===== src/rtl/fbfla_pkg.sv =====
// Shared types and constants for the fixed-size block free-list allocator.
// No dependencies; the controller, datapath and top level in rtl/ import this package.
package fbfla_pkg;

    // Default pool size and register reset value
    localparam int unsigned MAX_BLOCKS_DEF = 256;
    localparam int unsigned COUNT_W        = 9;
    localparam logic [COUNT_W-1:0] BLOCK_COUNT_RST = 9'd256;

    // Configuration register indexes
    localparam logic REG_BLOCK_COUNT = 1'b0;

    // Operation codes carried in the kind field
    localparam logic [1:0] KIND_ALLOC = 2'd0;
    localparam logic [1:0] KIND_FREE  = 2'd1;
    localparam logic [1:0] KIND_INIT  = 2'd2;

    // Result status codes
    localparam logic [1:0] ST_OK    = 2'd0;
    localparam logic [1:0] ST_EMPTY = 2'd1;
    localparam logic [1:0] ST_RANGE = 2'd2;

    // Input word
    typedef struct packed {
        logic [1:0] kind;
        logic [7:0] block;
    } item_t;

    // Result word
    typedef struct packed {
        logic [7:0]         granted_block;
        logic [1:0]         status;
        logic [COUNT_W-1:0] free_count;
    } result_t;

    // Controller to datapath commands
    typedef struct packed {
        logic load;        // capture the accepted word
        logic exec;        // run allocate, free or no-op
        logic init_write;  // write one link of the init sweep
        logic init_done;   // finish init and report
    } ctrl_cmd_t;

    // Datapath to controller status
    typedef struct packed {
        logic count_zero;  // effective block count is zero
        logic init_last;   // sweep index is at the last block
    } dp_status_t;

endpackage


===== src/rtl/fbfla_ram.sv =====
// Generic single-write, single-read RAM with registered read data.
// No dependencies.
module fbfla_ram #(
    parameter int unsigned WIDTH = 9,
    parameter int unsigned DEPTH = 256
) (
    input  logic                     clk,
    input  logic                     we,
    input  logic [$clog2(DEPTH)-1:0] waddr,
    input  logic [WIDTH-1:0]         wdata,
    input  logic [$clog2(DEPTH)-1:0] raddr,
    output logic [WIDTH-1:0]         rdata
);

    logic [WIDTH-1:0] mem [DEPTH];

    // Write port
    always_ff @(posedge clk)
    begin
        if (we)
        begin
            mem[waddr] <= wdata;
        end
    end

    // Registered read port
    always_ff @(posedge clk)
    begin
        rdata <= mem[raddr];
    end

endmodule


===== src/rtl/fbfla_ctrl.sv =====
// Controller state machine for the block allocator: sequences accept,
// execute and the init sweep. Depends on fbfla_pkg.
module fbfla_ctrl (
    input  logic                   clk,
    input  logic                   rst_n,
    input  logic                   start,
    input  logic [1:0]             in_kind,
    input  fbfla_pkg::dp_status_t  status,
    output fbfla_pkg::ctrl_cmd_t   cmd,
    output logic                   busy
);
    import fbfla_pkg::*;

    typedef enum logic [2:0] {
        S_IDLE = 3'b001,
        S_EXEC = 3'b010,
        S_INIT = 3'b100
    } state_t;

    state_t state_reg;
    state_t state_next;

    // Next state and commands
    always_comb
    begin
        state_next = state_reg;
        cmd        = '0;
        case (state_reg)
            S_IDLE:
            begin
                if (start)
                begin
                    cmd.load   = 1'b1;
                    state_next = (in_kind == KIND_INIT) ? S_INIT : S_EXEC;
                end
            end
            S_EXEC:
            begin
                cmd.exec   = 1'b1;
                state_next = S_IDLE;
            end
            S_INIT:
            begin
                cmd.init_write = !status.count_zero;
                if (status.count_zero || status.init_last)
                begin
                    cmd.init_done = 1'b1;
                    state_next    = S_IDLE;
                end
            end
            default:
            begin
                state_next = S_IDLE;
            end
        endcase
    end

    // State register
    always_ff @(posedge clk or negedge rst_n)
    begin
        if (!rst_n)
        begin
            state_reg <= S_IDLE;
        end
        else
        begin
            state_reg <= state_next;
        end
    end

    assign busy = (state_reg != S_IDLE);

    // A non-init word runs exactly one execute cycle
    a_exec_follows: assert property (@(posedge clk) disable iff (!rst_n)
        (start && !busy && in_kind != KIND_INIT) |=> (state_reg == S_EXEC))
        else $error("execute cycle did not follow an accepted word");

    a_exec_single: assert property (@(posedge clk) disable iff (!rst_n)
        cmd.exec |=> !cmd.exec && !busy)
        else $error("execute cycle did not return to idle");

    a_init_enter: assert property (@(posedge clk) disable iff (!rst_n)
        (start && !busy && in_kind == KIND_INIT) |=> (state_reg == S_INIT))
        else $error("init word did not start the sweep");

endmodule


===== src/rtl/fbfla_dp.sv =====
// Datapath of the block allocator: link memory, head, free counter,
// init sweep index and result register. Depends on fbfla_pkg, fbfla_ram.
module fbfla_dp #(
    parameter int unsigned MAX_BLOCKS = fbfla_pkg::MAX_BLOCKS_DEF
) (
    input  logic                          clk,
    input  logic                          rst_n,
    input  fbfla_pkg::item_t              item,
    input  logic [fbfla_pkg::COUNT_W-1:0] block_count,
    input  fbfla_pkg::ctrl_cmd_t          cmd,
    output fbfla_pkg::dp_status_t         status,
    output fbfla_pkg::result_t            result,
    output logic                          done
);
    import fbfla_pkg::*;

    localparam int unsigned AW     = $clog2(MAX_BLOCKS);
    localparam int unsigned LINK_W = $clog2(MAX_BLOCKS + 1);
    localparam int unsigned CW     = (LINK_W > COUNT_W) ? LINK_W : COUNT_W;
    localparam logic [LINK_W-1:0] NULL_L = LINK_W'(MAX_BLOCKS);

    logic [1:0]        kind_reg;
    logic [7:0]        block_reg;
    logic [LINK_W-1:0] head_reg,  head_next;
    logic [LINK_W-1:0] count_reg, count_next;
    logic [AW-1:0]     idx_reg,   idx_next;
    result_t           result_reg, result_next;
    logic              done_reg;

    logic [CW-1:0]     bc_wide;
    logic [CW-1:0]     eff_wide;
    logic [LINK_W-1:0] eff_count;
    logic [LINK_W-1:0] idx_plus1;
    logic [LINK_W-1:0] init_link;
    logic [LINK_W-1:0] rd_link;
    logic [LINK_W-1:0] pop_link;
    logic              head_null;
    logic              free_oor;
    logic              ram_we;
    logic [AW-1:0]     ram_waddr;
    logic [LINK_W-1:0] ram_wdata;

    // Clamp the configured count to the pool size
    assign bc_wide   = CW'(block_count);
    assign eff_wide  = (bc_wide > CW'(MAX_BLOCKS)) ? CW'(MAX_BLOCKS) : bc_wide;
    assign eff_count = LINK_W'(eff_wide);

    assign head_null = (head_reg >= NULL_L);
    assign free_oor  = (CW'(block_reg) >= CW'(eff_count));
    assign idx_plus1 = LINK_W'(idx_reg) + LINK_W'(1);
    assign init_link = status.init_last ? NULL_L : idx_plus1;
    assign pop_link  = (rd_link >= NULL_L) ? NULL_L : rd_link;

    assign status.count_zero = (eff_count == '0);
    assign status.init_last  = (idx_plus1 == eff_count);

    // Link memory: read the head's successor while idle, write on push or sweep
    assign ram_we    = cmd.init_write || (cmd.exec && kind_reg == KIND_FREE && !free_oor);
    assign ram_waddr = cmd.init_write ? idx_reg : AW'(block_reg);
    assign ram_wdata = cmd.init_write ? init_link : head_reg;

    fbfla_ram #(
        .WIDTH (LINK_W),
        .DEPTH (MAX_BLOCKS)
    ) u_link_ram (
        .clk   (clk),
        .we    (ram_we),
        .waddr (ram_waddr),
        .wdata (ram_wdata),
        .raddr (AW'(head_reg)),
        .rdata (rd_link)
    );

    // Operation decode: pop, push, sweep and result
    always_comb
    begin
        head_next   = head_reg;
        count_next  = count_reg;
        idx_next    = idx_reg;
        result_next = result_reg;
        if (cmd.load)
        begin
            idx_next = '0;
        end
        if (cmd.init_write)
        begin
            idx_next = idx_reg + AW'(1);
        end
        if (cmd.exec)
        begin
            result_next.granted_block = '0;
            result_next.status        = ST_OK;
            case (kind_reg)
                KIND_ALLOC:
                begin
                    if (head_null)
                    begin
                        result_next.status = ST_EMPTY;
                    end
                    else
                    begin
                        result_next.granted_block = 8'(head_reg);
                        head_next  = pop_link;
                        count_next = (count_reg == '0) ? count_reg
                                                       : count_reg - LINK_W'(1);
                    end
                end
                KIND_FREE:
                begin
                    if (free_oor)
                    begin
                        result_next.status = ST_RANGE;
                    end
                    else
                    begin
                        head_next  = LINK_W'(block_reg);
                        count_next = (count_reg >= NULL_L) ? count_reg
                                                           : count_reg + LINK_W'(1);
                    end
                end
                default:
                begin
                    result_next.status = ST_OK;
                end
            endcase
            result_next.free_count = COUNT_W'(count_next);
        end
        if (cmd.init_done)
        begin
            head_next  = status.count_zero ? NULL_L : '0;
            count_next = eff_count;
            result_next.granted_block = '0;
            result_next.status        = ST_OK;
            result_next.free_count    = COUNT_W'(eff_count);
        end
    end

    // Control state
    always_ff @(posedge clk or negedge rst_n)
    begin
        if (!rst_n)
        begin
            head_reg  <= NULL_L;
            count_reg <= '0;
            done_reg  <= 1'b0;
        end
        else
        begin
            head_reg  <= head_next;
            count_reg <= count_next;
            done_reg  <= cmd.exec || cmd.init_done;
        end
    end

    // Payload registers
    always_ff @(posedge clk)
    begin
        if (cmd.load)
        begin
            kind_reg  <= item.kind;
            block_reg <= item.block;
        end
        idx_reg    <= idx_next;
        result_reg <= result_next;
    end

    assign result = result_reg;
    assign done   = done_reg;

    a_head_bound: assert property (@(posedge clk) disable iff (!rst_n)
        head_reg <= NULL_L)
        else $error("list head beyond the null link");

    a_count_bound: assert property (@(posedge clk) disable iff (!rst_n)
        count_reg <= NULL_L)
        else $error("free count beyond the pool size");

    a_empty_grant: assert property (@(posedge clk) disable iff (!rst_n)
        (done_reg && result_reg.status != ST_OK) |-> (result_reg.granted_block == '0))
        else $error("failed operation reported a granted block");

endmodule


===== src/rtl/fixed_block_free_list_allocator.sv =====
// Top level of the fixed-size block free-list allocator: APB register,
// controller and datapath. Depends on fbfla_pkg, fbfla_ctrl, fbfla_dp.
//
//  Channel   Signals                           Handshake
//  --------  --------------------------------  ---------------------------------
//  command   start, busy, item                 word taken when start && !busy
//  result    done, result                      one-cycle strobe, no backpressure
//  config    psel penable pwrite paddr pwdata  APB, written on access phase
//            prdata pready                     pready tied high
//
// Allocate, free and unused kinds pass through the accept and then the
// execute state that uses the link read issued from the head while idle.
// Init writes one link per cycle over the clamped block count n on the single
// RAM write port. The result strobe comes the cycle after the last busy cycle;
// a new word may be taken in that same cycle.
// Reset empties the list (null head, count zero) and sets block_count to 256;
// the link memory needs no clearing pass. The receiver cannot stall results.
module fixed_block_free_list_allocator #(
    parameter int unsigned MAX_BLOCKS = fbfla_pkg::MAX_BLOCKS_DEF
) (
    input  logic               clk,
    input  logic               rst_n,
    input  logic               start,
    output logic               busy,
    input  fbfla_pkg::item_t   item,
    output logic               done,
    output fbfla_pkg::result_t result,
    input  logic               psel,
    input  logic               penable,
    input  logic               pwrite,
    input  logic [2:0]         paddr,
    input  logic [31:0]        pwdata,
    output logic [31:0]        prdata,
    output logic               pready
);
    import fbfla_pkg::*;

    logic [COUNT_W-1:0] block_count_reg;
    logic               reg_index;
    logic               cfg_write;
    ctrl_cmd_t          cmd;
    dp_status_t         status;

    // APB register decode
    assign reg_index = paddr[2];
    assign pready    = 1'b1;
    assign cfg_write = psel && penable && pwrite && pready;
    assign prdata    = (reg_index == REG_BLOCK_COUNT) ? 32'(block_count_reg) : '0;

    always_ff @(posedge clk or negedge rst_n)
    begin
        if (!rst_n)
        begin
            block_count_reg <= BLOCK_COUNT_RST;
        end
        else if (cfg_write && reg_index == REG_BLOCK_COUNT)
        begin
            block_count_reg <= pwdata[COUNT_W-1:0];
        end
    end

    fbfla_ctrl u_ctrl (
        .clk     (clk),
        .rst_n   (rst_n),
        .start   (start),
        .in_kind (item.kind),
        .status  (status),
        .cmd     (cmd),
        .busy    (busy)
    );

    fbfla_dp #(
        .MAX_BLOCKS (MAX_BLOCKS)
    ) u_dp (
        .clk         (clk),
        .rst_n       (rst_n),
        .item        (item),
        .block_count (block_count_reg),
        .cmd         (cmd),
        .status      (status),
        .result      (result),
        .done        (done)
    );

endmodule


===== config.mk =====
export PLATFORM = sky130hd
export DESIGN_NAME = fixed_block_free_list_allocator
export DESIGN_NICKNAME = d
export VERILOG_FILES = /design/src/rtl/fbfla_pkg.sv /design/src/rtl/fbfla_ram.sv /design/src/rtl/fbfla_ctrl.sv /design/src/rtl/fbfla_dp.sv /design/src/rtl/fixed_block_free_list_allocator.sv
export SDC_FILE = /design/constraint.sdc
export NUM_CORES = 2
export LEC_CHECK = 0
export BUFFER_PORTS_ARGS = -buffer_cell sky130_fd_sc_hd__buf_2
export CORE_MARGIN = 1
export CORE_UTILIZATION = 50
export CTS_CLUSTER_DIAMETER = 150
export DETAILED_ROUTE_END_ITERATION = 12
export GPL_TIMING_DRIVEN = 0
export PLACE_DENSITY = 0.65
export SETUP_SLACK_MARGIN = 0.2
export SYNTH_ARGS = -nofsm -noshare
export SYNTH_HDL_FRONTEND = slang
export SYNTH_SLANG_ARGS = --single-unit

===== constraint.sdc =====
create_clock -name clk -period 29.7 [get_ports clk]
set_input_delay 4.455 -clock clk [delete_from_list [all_inputs] [get_ports clk]]
set_output_delay 4.455 -clock clk [all_outputs]
set_load 0.005 [all_outputs]

==> run_results.csv <==
group,metric,value,unit
status,status,"complete, but fails checks",
status,violations,"capacitance limit, slew limit",
place,placed_cells,6974,
clock_network,cts_tree,"yes",
critical_path,worstPathRequired,25.24,ns
detailed_routing,drt-vias-per-instance,6.43,
final_layout,fillers,13800,
logic_synthesis,async_reset_ff_share,1.30,%
final_layout,fin_util,56.6,%
flow_run,cap_viol_max_count,3,
detailed_routing,drc_errors,0,
logic_synthesis,synth_top_area_cell,"edfxtp_1",
place,portBuffers,55,
timing,tns,0,ns
final_layout,drive_gt1_share,25.1,%
power_and_ir_drop,p_seq_share,41.0,%
logic_synthesis,synth.distinct_cells,72,
timing,finalHoldViolCount,0,
power_and_ir_drop,leakagePower,32.7,nW
grt,antenna_found_initial,8,
place,pre_cts_ws,20.38,ns
clock_network,post_cts_buffers,0,
logic_synthesis,ys_seq_area_share,76.2,%
final_layout,syn2layout_area_growth,12.5,%
timing,tightest_slew,1.54,ns
clock_network,htree_levels,4,
power_and_ir_drop,p_sw,3.41,mW
clock_network,cts_hold_buf,0,
die,die_h,434,um
final_layout,finalInstanceArea,0.105,mm^2
critical_path,start_kind,"input port",
logic_synthesis,ys_ff_latch,2381,
logic_synthesis,synth_area,0.0934,mm^2
die,die_x,434,um
critical_path,worstPathMaxFanout,10,
detailed_routing,drtAntennaViolNets,0,
detailed_routing,wire_per_inst,34.1,um
logic_synthesis,synth_cells,4374,
timing,slew_viol_final,25,
logic_synthesis,avgSynthCellArea,21.3,um^2
clock_network,numCtsBuffers,229,
power_and_ir_drop,switching_share,33.2,%
detailed_routing,wirelength,252,mm
clock_network,cts-root-buf,"clkbuf_16",
power_and_ir_drop,clockPowerShare,27.0,%
hold_path,hold_depth,2,
grt,grtUsageTotal,27.0,%
timing,fin_crit_sh,31.4,%
logic_synthesis,synth-edff-count,2331,
power_and_ir_drop,ir_worst_vdd,0.0000859,V
logic_synthesis,synth_common_cells,"edfxtp_1, mux4_2, nor2_1, clkbuf_1, mux2i_1",
critical_path,worstPathArrival,4.86,ns
die,rows,158,
grt,grt_pass1_vias,46200,
logic_synthesis,synth.most_common_cell,"edfxtp_1",
timing,fin_ws,20.39,ns
critical_path,r2r_cells,12,
clock_network,ctsResizeCount,0,
power_and_ir_drop,p_int,6.85,mW
timing,max_slew_margin,-2.73,%
clock_network,clockBufferDepth,3,
detailed_routing,dr.pass1.iters,9,
die,start_util,50.4,%
clock_network,clock_sinks,2381,
grt,grt_start_max_net_pins,91,
final_layout,layout.nets,4787,
final_layout,stdcell_count,7398,
power_and_ir_drop,power.density,97.8,mW/mm^2
place,dp_hpwl,169,mm
timing,setup_viol,0,
hold_path,hold_class,"reg2reg",
logic_synthesis,synthFlopType,"edfxtp_1",
critical_path,criticalPathCategory,"in2out",
die,num_io_pins,105,
clock_network,clkSlewWorstSetupHoldPaths,0.07,ns
die,core,0.185,mm^2
timing,fin_skew,0.0515,ns
place,dpl_cell_area,0.0979,mm^2
place,routabilityCongestion,0.957,
die,die_area,0.188,mm^2
detailed_routing,via_count,47600,
logic_synthesis,yosys.area.top_type_share,75.0,%
critical_path,endpoint_kind,"output port",
power_and_ir_drop,total_power,10.3,mW
grt,grt-ovfl-total,0,
power_and_ir_drop,power_frac_comb,32.0,%
grt,grt_first_pass_wirelength,352,mm
clock_network,insertion_delay,0.88,ns
final_layout,regArea,0.0712,mm^2
timing,timing.hold.ws,0.468,ns
logic_synthesis,synth_warnings,0,
timing,rsz0062_at_grt,"no",
logic_synthesis,ys_top_cells_by_area,"edfxtp_1, mux4_2, nor2_1",
timing,finalCriticalPeriod,9.31,ns
final_layout,multi_input_area,0.0210,mm^2
timing,fmax,107,MHz
final_layout,largest_reg_flops,2304,
detailed_routing,first_iter_violations,6675,
## metal layers
layer | up-vias | track usage [%] | wire length (um)
li1 | 19000 | - | -
met1 | 25300 | 38.0 | 98100
met2 | 2839 | 40.8 | 116000
met3 | 511 | 6.92 | 27600
met4 | 8 | 10.6 | 10900
met5 | - | 0 | 59
## final timing paths
check	from	endpoint	slack (ns)
max reg2reg	block_count_reg[8]$_DFFE_PN1P_	u_dp.u_link_ram.mem[62][2]$_DFFE_PP_	23.22
min reg2reg	u_dp.result[10]$_SDFFE_PP0P_	u_dp.result[10]$_SDFFE_PP0P_	0.47
min in group asynchronous	rst_n	u_ctrl.state_reg[1]$_DFFE_PN0P_	3.65
max	paddr[2]	prdata[7]	20.39
max in group asynchronous	rst_n	block_count_reg[2]$_DFFE_PN0P_	25.53
min	u_dp.result[10]$_SDFFE_PP0P_	u_dp.result[10]$_SDFFE_PP0P_	0.47
## area by class of cell
cell class / instances / area share, %
sequential: 2381 / 67.8
multi-input combinational: 1722 / 20.0
clock buffer: 294 / 5.71
tap: 2480 / 2.95
buffer: 276 / 1.28
timing repair buffer: 98 / 1.21
clock inverter: 127 / 1.01
inverter: 17 / 0.0608
antenna: 3 / 0.00715
## cells in the final DEF, fill, tap and decap left out, drive strengths merged, types with 24 or more instances in the layout
cell,count
edfxtp,2331
mux4,637
clkbuf,416
nor2,321
buf,252
mux2i,120
nand2,118
clkinv,102
a22oi,75
nand3,49
a21oi,41
o21ai,37
o211ai,29
dfrtp,28
inv,25
conb,24
## worst max-delay path, stage by stage
cell and delay, ns:
buf_2 0.15, nor2b_1 0.13, buf_2 0.12
## power by group through the flow
stage / Combinational [mW] / Clock (mW) / Sequential, mW
6_report: 3.29 / 2.77 / 4.21
5_1_grt: 3.39 / 2.91 / 4.21
4_1_cts: 3.26 / 2.79 / 4.21
3_5_place_dp: 3.26 / 0 / 4.28
3_3_place_gp: 3.05 / 0 / 4.62
2_1_floorplan: 1.83 / 0 / 4.42
## kinds of logic (layout without fill, tap and decap cells)
kind of cell,count (synthesis),after routing,synth area share (%)
other,2,27,0.00804
AOI/OAI and AO/OA,301,301,2.29
muxes,773,773,16.8
and+or+nand+nor,590,590,2.76
xor gates and xnor gates,23,23,0.247
DFF,2381,2381,76.2
adders and majority gates,11,11,0.147
buffers and inverters,293,812,1.49
(Power assumes the default switching activity.)
